$ cat config.mk
export PLATFORM = sky130hd
export DESIGN_NAME = fixed_block_allocator
export DESIGN_NICKNAME = d
export VERILOG_FILES = /design/src/rtl/fba_pkg.sv /design/src/rtl/fixed_block_allocator.sv /design/src/rtl/fba_map.sv
export SDC_FILE = /design/constraint.sdc
export NUM_CORES = 2
export LEC_CHECK = 0
export BUFFER_PORTS_ARGS = -buffer_cell sky130_fd_sc_hd__buf_2
export CORE_ASPECT_RATIO = 0.7
export CORE_MARGIN = 2
export CORE_UTILIZATION = 57
export DETAILED_ROUTE_END_ITERATION = 8
export PLACE_DENSITY = 0.77
export SLEW_MARGIN = 20
export SYNTH_ARGS = -nofsm -noshare
export SYNTH_HDL_FRONTEND = slang
export SYNTH_SLANG_ARGS = --single-unit
$ cat constraint.sdc
create_clock -name clock -period 10 [get_ports clock]
set_input_delay 2 -clock clock [delete_from_list [all_inputs] [get_ports clock]]
set_output_delay 2 -clock clock [all_outputs]
set_load 0.02 [all_outputs]
$ cat src/rtl/fba_pkg.sv
// fba_pkg: item types, status codes and register indexes of the fixed block allocator
// no dependencies; imported by fba_map and fixed_block_allocator
`default_nettype none

package fba_pkg;

   // free bitmap word: 64 blocks per memory word
   localparam int WORD_BITS = 64;
   localparam int WORD_LSB  = 6;

   typedef enum logic [1:0] {
      ST_OK        = 2'd0,
      ST_TOO_LARGE = 2'd1,
      ST_NONE_FREE = 2'd2,
      ST_BAD_FREE  = 2'd3
   } status_type;

   typedef enum logic [1:0] {
      REG_BASE_ADDR     = 2'd0,
      REG_BLOCK_SHIFT   = 2'd1,
      REG_REGION_BLOCKS = 2'd2,
      REG_NONE          = 2'd3
   } reg_index_type;

   localparam logic FUNC_ALLOC = 1'b0;
   localparam logic FUNC_FREE  = 1'b1;

   typedef struct packed {
      logic        func;
      logic [31:0] req_bytes;
      logic [31:0] free_addr;
   } req_item_type;

   typedef struct packed {
      status_type  status;
      logic [31:0] block_addr;
   } rsp_item_type;

   typedef struct packed {
      logic rd_en;
      logic wr_en;
   } map_ctl_type;

endpackage

`default_nettype wire

$ cat src/rtl/fixed_block_allocator.sv
// fixed_block_allocator: top level, csr port, sequencer and shared shifter
// depends on fba_pkg and fba_map
`default_nettype none

// Hands out and takes back equal-sized blocks of the region at base_addr, lowest free
// block first. An item is taken when start is high and busy is low; its one result
// appears on rsp_item for a single cycle marked by rsp_valid and cannot be held off.
// After reset the free bitmap (64 blocks per memory word) is swept to all free, which
// keeps busy high until the sweep is done. An allocate scans the bitmap one memory
// word per cycle through the single read port and takes the first word holding a
// free block; an allocate that finds nothing reports none free after the last used
// word, and one that is too large or meets an empty region is refused before the
// scan. A free goes through offset subtract, shift, range check and read, then bit
// check and write back; a free that is out of range or off a block boundary is
// refused at the range check. One barrel shifter serves both the block address of
// an allocate and the block index of a free. The next item may be taken in the cycle
// its predecessor's result is shown.

module fixed_block_allocator
   import fba_pkg::*;
#(
   parameter int NUM_BLOCKS = 1024
) (
   input  wire logic         clock,
   input  wire logic         reset,
   // item channel
   input  wire logic         start,
   output logic              busy,
   input  wire req_item_type req_item,
   // result channel
   output logic              rsp_valid,
   output rsp_item_type      rsp_item,
   // register port
   input  wire logic         csr_psel,
   input  wire logic         csr_penable,
   input  wire logic         csr_pwrite,
   input  wire logic [3:0]   csr_paddr,
   input  wire logic [31:0]  csr_pwdata,
   output logic [31:0]       csr_prdata,
   output logic              csr_pready
);

   localparam int NUM_WORDS = (NUM_BLOCKS + WORD_BITS - 1) / WORD_BITS;
   localparam int WA_W      = (NUM_WORDS > 1) ? $clog2(NUM_WORDS) : 1;
   localparam int WP_W      = $clog2(NUM_WORDS + 1);

   typedef enum logic [7:0] {
      S_IDLE   = 8'b0000_0001,
      S_ACHK   = 8'b0000_0010,
      S_SCAN   = 8'b0000_0100,
      S_ADDR   = 8'b0000_1000,
      S_SUM    = 8'b0001_0000,
      S_FSHIFT = 8'b0010_0000,
      S_FCHK   = 8'b0100_0000,
      S_FRD    = 8'b1000_0000
   } state_type;

   // lowest set bit of a bitmap word
   function automatic logic [WORD_LSB-1:0] lowest_set(input logic [WORD_BITS-1:0] w);
      logic [WORD_LSB-1:0] pos;
      pos = '0;
      for (int i = WORD_BITS - 1; i >= 0; i--) begin
         if (w[i]) begin
            pos = WORD_LSB'(i);
         end
      end
      return pos;
   endfunction

   // configuration registers
   logic [31:0] base_addr_ff;
   logic [4:0]  block_shift_ff;
   logic [10:0] region_blocks_ff;

   // sequencer state
   state_type    state_ff, state_in;
   req_item_type item_ff, item_in;
   logic [31:0]  opd_ff, opd_in;
   logic [31:0]  sh_ff, sh_in;
   logic         misalign_ff, misalign_in;
   logic [WP_W-1:0] word_ptr_ff, word_ptr_in;
   logic [WA_W-1:0] eval_ff, eval_in;
   logic         data_vld_ff, data_vld_in;
   logic         rsp_valid_ff, rsp_valid_in;
   rsp_item_type rsp_ff, rsp_in;

   // bitmap port
   map_ctl_type          map_ctl;
   logic [WA_W-1:0]      map_rd_addr;
   logic [WA_W-1:0]      map_wr_addr;
   logic [WORD_BITS-1:0] map_wr_data;
   logic [WORD_BITS-1:0] map_rd_data;
   logic                 map_ready;

   // derived figures
   logic [31:0] n_usable;
   logic [31:0] words_used;
   logic [31:0] bsize;
   logic [31:0] low_mask;
   logic [WORD_BITS-1:0] valid_mask;
   logic [WORD_BITS-1:0] hits;
   logic [WORD_LSB-1:0]  hit_pos;
   logic        sh_left;
   logic        accept;
   logic        csr_wr;
   reg_index_type csr_idx;

   // ---------------------------------------------------------------- register port
   assign csr_pready = 1'b1;
   assign csr_wr     = csr_psel & csr_penable & csr_pwrite;
   assign csr_idx    = reg_index_type'(csr_paddr[3:2]);

   always_ff @(posedge clock) begin
      if (reset) begin
         base_addr_ff     <= 32'd0;
         block_shift_ff   <= 5'd12;
         region_blocks_ff <= 11'd1024;
      end else if (csr_wr) begin
         unique case (csr_idx)
            REG_BASE_ADDR:     base_addr_ff     <= csr_pwdata;
            REG_BLOCK_SHIFT:   block_shift_ff   <= csr_pwdata[4:0];
            REG_REGION_BLOCKS: region_blocks_ff <= csr_pwdata[10:0];
            default: ;
         endcase
      end
   end

   always_comb begin
      unique case (csr_idx)
         REG_BASE_ADDR:     csr_prdata = base_addr_ff;
         REG_BLOCK_SHIFT:   csr_prdata = {27'd0, block_shift_ff};
         REG_REGION_BLOCKS: csr_prdata = {21'd0, region_blocks_ff};
         default:           csr_prdata = 32'd0;
      endcase
   end

   // ---------------------------------------------------------------- figures
   // only the first NUM_BLOCKS blocks of a larger region are managed
   assign n_usable   = (32'(region_blocks_ff) > NUM_BLOCKS) ? 32'(NUM_BLOCKS)
                                                            : 32'(region_blocks_ff);
   assign words_used = (n_usable + 32'(WORD_BITS - 1)) >> WORD_LSB;
   assign bsize      = 32'd1 << block_shift_ff;
   assign low_mask   = ~(32'hFFFF_FFFF << block_shift_ff);

   // blocks past the region end in the last word never match
   always_comb begin
      valid_mask = {WORD_BITS{1'b1}};
      if ((32'(eval_ff) == words_used - 32'd1) && (n_usable[WORD_LSB-1:0] != '0)) begin
         valid_mask = ~({WORD_BITS{1'b1}} << n_usable[WORD_LSB-1:0]);
      end
   end

   assign hits    = map_rd_data & valid_mask;
   assign hit_pos = lowest_set(hits);

   // the one shifter: block index to byte offset, or byte offset to block index
   assign sh_left = (state_ff == S_ADDR);
   assign sh_in   = sh_left ? (opd_ff << block_shift_ff) : (opd_ff >> block_shift_ff);

   assign busy   = (state_ff != S_IDLE) | ~map_ready;
   assign accept = start & ~busy;

   // ---------------------------------------------------------------- sequencer
   always_comb begin
      state_in     = state_ff;
      item_in      = item_ff;
      opd_in       = opd_ff;
      misalign_in  = misalign_ff;
      word_ptr_in  = word_ptr_ff;
      eval_in      = eval_ff;
      data_vld_in  = 1'b0;
      rsp_valid_in = 1'b0;
      rsp_in       = rsp_ff;
      map_ctl      = '0;
      map_rd_addr  = word_ptr_ff[WA_W-1:0];
      map_wr_addr  = eval_ff;
      map_wr_data  = map_rd_data;

      unique case (state_ff)
         S_IDLE: begin
            if (accept) begin
               item_in = req_item;
               if (req_item.func == FUNC_FREE) begin
                  opd_in   = req_item.free_addr - base_addr_ff;
                  state_in = S_FSHIFT;
               end else begin
                  state_in = S_ACHK;
               end
            end
         end
         S_ACHK: begin
            word_ptr_in = '0;
            if (item_ff.req_bytes > bsize) begin
               rsp_valid_in = 1'b1;
               rsp_in       = '{status: ST_TOO_LARGE, block_addr: 32'd0};
               state_in     = S_IDLE;
            end else if (n_usable == 32'd0) begin
               rsp_valid_in = 1'b1;
               rsp_in       = '{status: ST_NONE_FREE, block_addr: 32'd0};
               state_in     = S_IDLE;
            end else begin
               state_in = S_SCAN;
            end
         end
         S_SCAN: begin
            // read one word a cycle, judge the word read the cycle before
            if (32'(word_ptr_ff) < words_used) begin
               map_ctl.rd_en = 1'b1;
               word_ptr_in   = word_ptr_ff + WP_W'(1);
               eval_in       = word_ptr_ff[WA_W-1:0];
               data_vld_in   = 1'b1;
            end
            if (data_vld_ff) begin
               if (hits != '0) begin
                  map_ctl.wr_en = 1'b1;
                  map_wr_addr   = eval_ff;
                  map_wr_data   = map_rd_data & ~({{(WORD_BITS-1){1'b0}}, 1'b1} << hit_pos);
                  opd_in        = (32'(eval_ff) << WORD_LSB) | 32'(hit_pos);
                  data_vld_in   = 1'b0;
                  state_in      = S_ADDR;
               end else if (32'(eval_ff) == words_used - 32'd1) begin
                  rsp_valid_in = 1'b1;
                  rsp_in       = '{status: ST_NONE_FREE, block_addr: 32'd0};
                  data_vld_in  = 1'b0;
                  state_in     = S_IDLE;
               end
            end
         end
         S_ADDR: begin
            state_in = S_SUM;
         end
         S_SUM: begin
            rsp_valid_in = 1'b1;
            rsp_in       = '{status: ST_OK, block_addr: base_addr_ff + sh_ff};
            state_in     = S_IDLE;
         end
         S_FSHIFT: begin
            misalign_in = (opd_ff & low_mask) != 32'd0;
            state_in    = S_FCHK;
         end
         S_FCHK: begin
            if (misalign_ff || (sh_ff >= n_usable)) begin
               rsp_valid_in = 1'b1;
               rsp_in       = '{status: ST_BAD_FREE, block_addr: 32'd0};
               state_in     = S_IDLE;
            end else begin
               map_ctl.rd_en = 1'b1;
               map_rd_addr   = sh_ff[WA_W+WORD_LSB-1:WORD_LSB];
               state_in      = S_FRD;
            end
         end
         S_FRD: begin
            rsp_valid_in = 1'b1;
            state_in     = S_IDLE;
            if (map_rd_data[sh_ff[WORD_LSB-1:0]]) begin
               // already free
               rsp_in = '{status: ST_BAD_FREE, block_addr: 32'd0};
            end else begin
               map_ctl.wr_en = 1'b1;
               map_wr_addr   = sh_ff[WA_W+WORD_LSB-1:WORD_LSB];
               map_wr_data   = map_rd_data
                             | ({{(WORD_BITS-1){1'b0}}, 1'b1} << sh_ff[WORD_LSB-1:0]);
               rsp_in        = '{status: ST_OK, block_addr: 32'd0};
            end
         end
         default: begin
            state_in = S_IDLE;
         end
      endcase
   end

   always_ff @(posedge clock) begin
      if (reset) begin
         state_ff     <= S_IDLE;
         data_vld_ff  <= 1'b0;
         rsp_valid_ff <= 1'b0;
      end else begin
         state_ff     <= state_in;
         data_vld_ff  <= data_vld_in;
         rsp_valid_ff <= rsp_valid_in;
      end
   end

   always_ff @(posedge clock) begin
      item_ff     <= item_in;
      opd_ff      <= opd_in;
      sh_ff       <= sh_in;
      misalign_ff <= misalign_in;
      word_ptr_ff <= word_ptr_in;
      eval_ff     <= eval_in;
      rsp_ff      <= rsp_in;
   end

   assign rsp_valid = rsp_valid_ff;
   assign rsp_item  = rsp_ff;

   // ---------------------------------------------------------------- bitmap
   fba_map #(
      .NUM_WORDS (NUM_WORDS),
      .WA_W      (WA_W)
   ) u_map (
      .clock   (clock),
      .reset   (reset),
      .ctl     (map_ctl),
      .rd_addr (map_rd_addr),
      .wr_addr (map_wr_addr),
      .wr_data (map_wr_data),
      .rd_data (map_rd_data),
      .ready   (map_ready)
   );

   // ---------------------------------------------------------------- checks
   // a taken item always leaves the sequencer busy past the cycle it is taken in
   a_accept_busy: assert property (@(posedge clock) disable iff (reset)
      accept |=> busy)
      else $error("item taken but block not busy");

   // one strobe per item, never two in a row
   a_single_rsp: assert property (@(posedge clock) disable iff (reset)
      rsp_valid |=> !rsp_valid)
      else $error("result strobe held two cycles");

   // only a granted block carries an address
   a_addr_zero: assert property (@(posedge clock) disable iff (reset)
      (rsp_valid && (rsp_item.status != ST_OK)) |-> (rsp_item.block_addr == 32'd0))
      else $error("failed item carries an address");

   // nothing is sequenced while the bitmap is still being cleared
   a_clear_idle: assert property (@(posedge clock) disable iff (reset)
      !map_ready |-> (state_ff == S_IDLE))
      else $error("sequencer active during bitmap clear");

endmodule

`default_nettype wire

$ cat src/rtl/fba_map.sv
// fba_map: free bitmap memory, one word per access, registered read data
// clears itself to all free after reset; depends on fba_pkg
`default_nettype none

module fba_map
   import fba_pkg::*;
#(
   parameter int NUM_WORDS = 16,
   parameter int WA_W      = 4
) (
   input  wire logic                 clock,
   input  wire logic                 reset,
   input  wire map_ctl_type          ctl,
   input  wire logic [WA_W-1:0]      rd_addr,
   input  wire logic [WA_W-1:0]      wr_addr,
   input  wire logic [WORD_BITS-1:0] wr_data,
   output logic [WORD_BITS-1:0]      rd_data,
   output logic                      ready
);

   logic [WORD_BITS-1:0] mem_ff [NUM_WORDS];
   logic [WORD_BITS-1:0] rd_data_ff;
   logic [WA_W-1:0]      clr_ptr_ff, clr_ptr_in;
   logic                 ready_ff, ready_in;
   logic                 we;
   logic [WA_W-1:0]      wa;
   logic [WORD_BITS-1:0] wd;

   // sweep one word a cycle until the whole map reads free
   always_comb begin
      clr_ptr_in = clr_ptr_ff;
      ready_in   = ready_ff;
      if (!ready_ff) begin
         clr_ptr_in = clr_ptr_ff + WA_W'(1);
         if (32'(clr_ptr_ff) == NUM_WORDS - 1) begin
            ready_in = 1'b1;
         end
      end
      we = ready_ff ? ctl.wr_en : 1'b1;
      wa = ready_ff ? wr_addr : clr_ptr_ff;
      wd = ready_ff ? wr_data : {WORD_BITS{1'b1}};
   end

   always_ff @(posedge clock) begin
      if (reset) begin
         clr_ptr_ff <= '0;
         ready_ff   <= 1'b0;
      end else begin
         clr_ptr_ff <= clr_ptr_in;
         ready_ff   <= ready_in;
      end
   end

   always_ff @(posedge clock) begin
      if (we) begin
         mem_ff[wa] <= wd;
      end
      if (ctl.rd_en) begin
         rd_data_ff <= mem_ff[rd_addr];
      end
   end

   assign rd_data = rd_data_ff;
   assign ready   = ready_ff;

endmodule

`default_nettype wire
## Yosys cells after proc, flatten, opt, wreduce, memory -nomap -nowiden

Memory sizes are Yosys's and may differ from the RTL's. A register that Yosys moved wholly into a read port is not among the register bits.
Cells that the tools add are included.

| storage, ports and cells | value |
|---|---|
| register bits | 203 |
| latch bits | 0 |
| memory bits (writable) | 1024 |
| memory bits (read-only) | 0 |
| output and inout bits | 69 |
| memories kept | 1 |

| operators by class | value |
|---|---|
| add/subtract/negate cells | 6 |
| multiply operators | 0 |
| divide/modulo/power cells | 0 |
| magnitude comparators | 5 |
| equality and inequality tests | 23 |
| shifts and indexed selects | 7 |
| mux-type cells | 126 |
| bitwise operators | 15 |
| reductions and logical operators | 21 |

Memories:

| memory | depth | bits a word | read ports | clocked after memory_dff | wr ports | RTL line | RTL |
|---|---|---|---|---|---|---|---|
| u_map.mem_ff | 16 | 64 | 1 | 1 | 1 | fba_map.sv:21 | `logic [WORD_BITS-1:0] mem_ff [NUM_WORDS];` |

Operators by type and width:

| kind | number |
|---|---|
| $mux W6 | 65 |
| $mux W64 | 5 |
| $mux W34 | 7 |
| $pmux W34 S5 | 1 |
| $mux W32 | 5 |
| $and A64 B64 Y64 | 2 |
| $not A64 Y64 | 2 |
| $pmux W64 S2 | 1 |
| $shl A1 B6 Y64 const A | 2 |
| $pmux W32 S3 | 1 |
| $or A64 B64 Y64 | 1 |
| $pmux W32 S2 | 1 |
| $reduce_bool A64 Y1 | 1 |
| $shl A64 B6 Y64 const A | 1 |
| $pmux W8 S6 | 1 |
| $mux W8 | 5 |
| $add A32 B32 Y32 | 1 |
| $and A32 B32 Y32 | 1 |
| $eq A4 B32 Y1 | 1 |
| $ge A32 B11 Y1 | 1 |
| $gt A32 B32 Y1 | 1 |
| $logic_not A32 Y1 | 1 |
| $not A32 Y32 | 1 |
| $reduce_bool A32 Y1 | 1 |
| 50 further kinds | 94 |

## Depth between registers and ports, before layout

| logic depth | value |
|---|---|
| word-level depth | 79 |
| gate-level depth with buffers | 23 |
| depth with buffers taken out | 18 |

## Hierarchy

A second synthesis with hierarchy kept.

| unflattened totals | value |
|---|---|
| cell total of the unflattened synthesis | 4075 |
| area total of the unflattened synthesis | 59629.7 um^2 |

By module, submodules not included:

| module | instances | cells each | area an instance (um^2) | sequential area each (um^2) |
|---|---|---|---|---|
| fba_map | 1 | 1754 | 40928.0 | 32771.4 |
| fixed_block_allocator | 1 | 2321 | 18701.7 | 5044.8 |

## Worst setup path after synthesis

Ideal clock, no wire load.

| timing path | value |
|---|---|
| kind | register to register |
| start | register region_blocks_ff[1] |
| end | register rsp_ff, in the netlist rsp_item[0] (enable) |
| setup time | 0.612 ns |
| arrival time | 9.669 ns |
| required time | 9.388 ns |
| setup slack | -0.281 ns |
| stages on the path, launching flop included | 18 |
| buffers on the path | 3 |
| clock period less this slack | 10.281 ns |
| cell sequence | dfxtp_1 > buf_2 > nor4_2 > a21oi_1 > or2_2 > ha_1 > xor2_1 > and3_1 > a211oi_4 > nand3_1 > clkbuf_1 > o41ai_1 > and4_1 > and3b_1 > and4_1 > clkbuf_1 > a31oi_1 > a2111oi_0 |

| between the ends | value |
|---|---|
| cells in the longest elaborated chain, start to end | 11 |
| elaborated cells between the ends (all ways) | 20 |
| those cells by class | add/sub: 2; order compare: 2; eq/ne: 5; shift: 1; mux: 2; bitwise: 2; reduce/logical: 6 |

RTL lines:

| item | RTL line | RTL |
|---|---|---|
| from (decl) | fixed_block_allocator.sv:73 | `logic [10:0] region_blocks_ff;` |
| from (signal assigned) | fixed_block_allocator.sv:122 | `REG_REGION_BLOCKS: region_blocks_ff <= csr_pwdata[10:0];` |
| $gt A11 B11 Y1 | fixed_block_allocator.sv:139 | `assign n_usable = (32'(region_blocks_ff) > NUM_BLOCKS) ? 32'(NUM_BLOCKS)` |
| $mux W11 (*) | fixed_block_allocator.sv:139 |  |
| $add A11 B6 Y12 | fixed_block_allocator.sv:141 | `assign words_used = (n_usable + 32'(WORD_BITS - 1)) >> WORD_LSB;` |
| $sub A6 B1 Y7 | fixed_block_allocator.sv:148, fixed_block_allocator.sv:221 |  |
| $eq A4 B32 Y1 | fixed_block_allocator.sv:148, fixed_block_allocator.sv:221 |  |
| $logic_and A1 B1 Y1 | fixed_block_allocator.sv:148 | `if ((32'(eval_ff) == words_used - 32'd1) && (n_usable[WORD_LSB-1:0] != '0)) begin` |
| $mux W64 | fixed_block_allocator.sv:148 |  |
| $and A64 B64 Y64 | fixed_block_allocator.sv:153 | `assign hits = map_rd_data & valid_mask;` |
| $reduce_bool A64 Y1 | fixed_block_allocator.sv:214 | `if (hits != '0) begin` |
| $ne A2 B2 Y1 (no source line) | - |  |
| $reduce_and A6 Y1 (no source line) (*) | - |  |
| to (signal assigned) | fixed_block_allocator.sv:291 | `rsp_ff <= rsp_in;` |
| to (decl) | fixed_block_allocator.sv:85 | `rsp_item_type rsp_ff, rsp_in;` |

Every way passes the cells marked *; elsewhere a longest branch is shown, timed or not.
A chain may end at the register's enable or synchronous reset.

## Final worst setup path

| timing path | value |
|---|---|
| start | register region_blocks_ff[1] |
| end | memory u_map.mem_ff[12][22], data pin |

| between the ends | value |
|---|---|
| cells in the longest elaborated chain, start to end | 79 |
| elaborated cells between the ends (all ways) | 83 |
| those cells by class | add/sub: 2; order compare: 1; eq/ne: 1; shift: 2; mux: 70; bitwise: 4; reduce/logical: 3 |

RTL lines:

| item | RTL line | RTL |
|---|---|---|
| $gt A11 B11 Y1 | fixed_block_allocator.sv:139 |  |
| $mux W11 (*) | fixed_block_allocator.sv:139 |  |
| $add A11 B6 Y12 | fixed_block_allocator.sv:141 |  |
| $sub A6 B1 Y7 | fixed_block_allocator.sv:148 |  |
| $eq A4 B32 Y1 | fixed_block_allocator.sv:148 |  |
| $logic_and A1 B1 Y1 | fixed_block_allocator.sv:148 |  |
| $mux W64 (*) | fixed_block_allocator.sv:148 |  |
| $and A64 B64 Y64 (*) | fixed_block_allocator.sv:153 |  |
| $mux W6 (64 in a row) | fixed_block_allocator.sv:63 | `if (w[i]) begin` |
| $shl A1 B6 Y64 | fixed_block_allocator.sv:217 | `map_wr_data = map_rd_data & ~({{(WORD_BITS-1){1'b0}}, 1'b1} << hit_pos);` |
| $not A64 Y64 | fixed_block_allocator.sv:217 |  |
| $and A64 B64 Y64 | fixed_block_allocator.sv:217 |  |
| $mux W64 (*) | fixed_block_allocator.sv:214 |  |
| $mux W64 (*) | fixed_block_allocator.sv:213 | `if (data_vld_ff) begin` |
| $pmux W64 S2 (*) | fixed_block_allocator.sv:179 | `unique case (state_ff)` |
| $mux W64 (*) | fba_map.sv:41 | `wd = ready_ff ? wr_data : {WORD_BITS{1'b1}};` |
| via u_map.wd[22] | fba_map.sv:27 | `logic [WORD_BITS-1:0] wd;` |
| to (decl) | fba_map.sv:21 |  |

Mark *: on every way through the listed nets, which the timed path passes. The rest lies on a longest branch.

==> results.txt <==
----------------------------------------------------
[Status]
  Result of the run ... complete, no violations

[Place]
  Port bufs ... 172
  Area post-placement ... 62000 µm²
  Weighted congestion at the end of routability-driven global placement ... 1.05
  DP HPWL ... 113 mm

[Synth]
  Flops & latches, synth ... 1291
  Post-synthesis sequential area ratio ... 63.8%
  Portion of synthesized cell area occupied by the leading cell type ... 60.6%
  Number of distinct library cells after synthesis ... 88
  Most repeated cell in the gate-level netlist after synthesis ... edfxtp_1
  Most area-consuming cells after synthesis ... edfxtp_1, mux4_2, dfxtp_1, ha_1, nand2_1
  Cell count after synthesis ... 4088
  Async S/R FF share, synth ... 0%
  Post-synthesis cell area ... 59300 µm²
  Post-synth EDFFs ... 1196
  Syn_area_per_cell ... 14.5 µm²
  Most instantiated cells after synthesis ... edfxtp_1, nand2_1, nor2_1
  Yosys top cell by area ... edfxtp_1
  Top flip-flop cell by instance count after synthesis ... edfxtp_1
  Number of warning messages in the yosys log ... 0
  Net count after synthesis ... 4308

[Critical path]
  Crit path capture type ... register
  Required time of the critical path ... 10390 ps
  Arrival time reported for the critical path endpoint ... 8870 ps
  Setup crit start kind ... register
  Setup Crit Path Kind ... register to register
  Maximum fanout count along the critical path ... 23

[Route]
  Routed length on met1 ... 73.5 mm
  Vias per cell ... 7.00
  Amount of wire on met3 after detailed routing ... 24.2 mm
  Max layer used ... met5
  WL final ... 181 mm
  Vias post-DR ... 39802
  Number of antenna-violating nets in the routed design ... 0
  Detailed Routing Iterations Pass 1 ... 6
  Post-detailed-route wirelength per cell ... 31.7 µm
  Number of design rule violations left after detail routing ... 0
  Iter 0 DRT Violations ... 5898
  Met2 Routed Length ... 77.6 mm

[Timing]
  Final-report max-slew violation count ... 0
  Clock skew ... 94.2 ps
  Worst relative slew slack ... 16.7%
  Unrepaired setup endpoints after global routing ... false
  Slew of the pin with the lowest slew margin ... 1240 ps
  Number of hold-slack violations in the final timing report ... 0
  Minimum period implied by the final worst setup slack ... 8470 ps
  Final setup violation count ... 0
  Ratio of final minimum period to clock period ... 84.7%
  Final TNS setup ... 0 ps
  Highest clock frequency the design can meet ... 118 MHz

[Final layout]
  Synthesis-to-finish area growth ... 11.5%
  Fin area ... 66100 µm²
  Number of nets in the layout ... 4451
  Layout cell share with drive strength beyond 1 ... 19.4%
  Storage cell area ... 37800 µm²
  # fillers ... 7192
  Multi-input gate area ... 20600 µm²

[Power and ir drop]
  Worst voltage drop across the vdd grid ... 0.000191 V
  Pwr/cell area ... 193 nW/µm²
  Static Leakage ... 20.4 nW

[Clock tree]
  CTS hold repair buffers ... 0
  TritonCTS clock tree ... yes
  Count of clock tree sinks ... 1291
  Clk slew on worst S/H paths ... 60 ps
  Setup fix buffers added after clock tree synthesis ... 0
  Clock Tree Buf Depth ... 3
  Post-cts resize count ... 0
  Cell at the root of the clock tree ... clkbuf_16
  Insertion delay to the later sink of the worst-skew pair ... 770 ps
  Num CTS Buffers ... 114
  Depth of the CTS H-tree ... 3

[Floorplanning]
  Floorplan die width ... 389 µm
  Number of top-level pins ... 176
  Die outline area ... 107000 µm²
  Starting density of the core ... 57.8%
  Die span in y ... 274 µm
  Core footprint ... 103000 µm²
  Std cell rows ... 98

[GRT]
  First-pass GRT wire length ... 259 mm
  Number of antenna violations at the first check in global routing ... 8
  Pin count of the biggest net entering global routing ... 131
  All-layer global routing usage ... 33.6%
  Via count of the first global-routing pass ... 37549
  Residual overflow from global routing ... 0

[Min path]
  Class of the most critical hold timing path ... register to register

[Run]
  Max Cap Violations ... 0

----------------------------------------------------
==> flip-flops by register name, indices dropped and copies added (netlist names) <==
| signal | cells |
|---|---|
| eval_ff | 4 |
| rsp_valid | 1 |
| u_map.mem_ff | 1024 |
| opd_ff | 32 |
| data_vld_ff | 1 |
| region_blocks_ff | 11 |
| item_ff | 32 |
| base_addr_ff | 32 |
| rsp_item | 34 |
| misalign_ff | 1 |
| state_ff | 8 |
| u_map.ready | 1 |
| word_ptr_ff | 5 |
| u_map.clr_ptr_ff | 4 |
| u_map.rd_data | 64 |
| sh_ff | 32 |
| block_shift_ff | 5 |
==> cells by family after synthesis <==
logic type	after synthesis	synth area share, %
flip-flops	1291	63.8
adder cells (fa/ha/maj)	115	2.44
other	1	0.00633
buffers and inverters	306	1.98
AND/OR/NAND/NOR	1026	8.01
XOR/XNOR	52	0.768
multiplexers	402	13.2
AO/OA/AOI/OAI	895	9.80
==> worst paths after layout <==
path                  startpoint              endpoint  slack [ps]  depth (start not counted)
max          region_blocks_ff[1]  u_map.mem_ff[12][22]        1530                         17
min             base_addr_ff[30]      base_addr_ff[30]         490                          2
max reg2reg  region_blocks_ff[1]  u_map.mem_ff[12][22]        1530                         17
min reg2reg     base_addr_ff[30]      base_addr_ff[30]         490                          2
==> worst max-delay path, cell delays in order (launching register included) <==
cell and delay, ps:
dfxtp_1 550, nor4_2 920, a21oi_1 310, or2_2 390, ha_1 250, a21oi_1 130
o2bb2ai_1 80, a21oi_1 570, nand3_1 870, nor2_1 840, nand2_1 130, a32o_1 280
a21oi_1 210, or4b_1 540, a31o_1 250, buf_4 260, and2_1 520, a21oi_1 1010
==> through the flow <==
stage | instances | hold WS (ps) | total power [mW] | utilization [%] | setup slack [ps]
after global placement | 5462 | 470 | 8.06 | 60.3 | 2070
after detailed placement | 5463 | 480 | 8.08 | 60.4 | 1840
after CTS | 5679 | 487 | 12.7 | 64.3 | 1800
final | 5690 | 487 | 12.7 | 64.4 | 1530
after global routing | 5682 | 511 | 13.1 | 64.4 | 1350
after floorplan | 4088 | 454 | 7.45 | - | 451
==> power by group <==
group	switching, mW	internal, mW
registers	0.290	6.03
clock network	2.05	2.62
logic	1.06	0.669
==> area by class of cell <==
cell class / count / share of cell area (%)
Sequential cell: 1291 / 57.2
Multi-Input combinational cell: 2491 / 31.2
Clock buffer: 135 / 4.53
Tap cell: 1350 / 2.55
Timing Repair Buffer: 255 / 2.48
Clock inverter: 81 / 1.52
Inverter: 78 / 0.443
Antenna cell: 9 / 0.0341
==> placed cells by master (no fill, tap or decap), drive strengths merged, types with 19 or more instances in the layout <==
master,Yosys,layout
a22oi,133,133
mux4,302,302
buf,51,255
a31oi,35,35
o21ai,196,196
or3,20,20
clkinv,4,58
ha,111,111
a21oi,207,207
nand4,25,25
clkbuf,177,135
o22ai,38,38
o211ai,30,30
mux2i,86,86
a211oi,25,25
nor2b,27,27
nand3,57,57
dfxtp,95,95
o21a,41,41
nor2,315,315
xnor2,26,26
edfxtp,1196,1196
o31ai,28,28
and2,21,21
xor2,26,26
nand2,342,342
nand2b,27,27
o22a,27,27
inv,74,77
a21o,39,39
nor3,86,86
nor4,19,19
==> per-layer routing <==
metal  GRT usage (%)  vias to the layer above
li1                -                    16484
met4            9.45                        6
met5               0                        -
met1            50.7                    20103
met3            10.1                      397
met2            47.5                     2812
(Power assumes the default switching activity.)
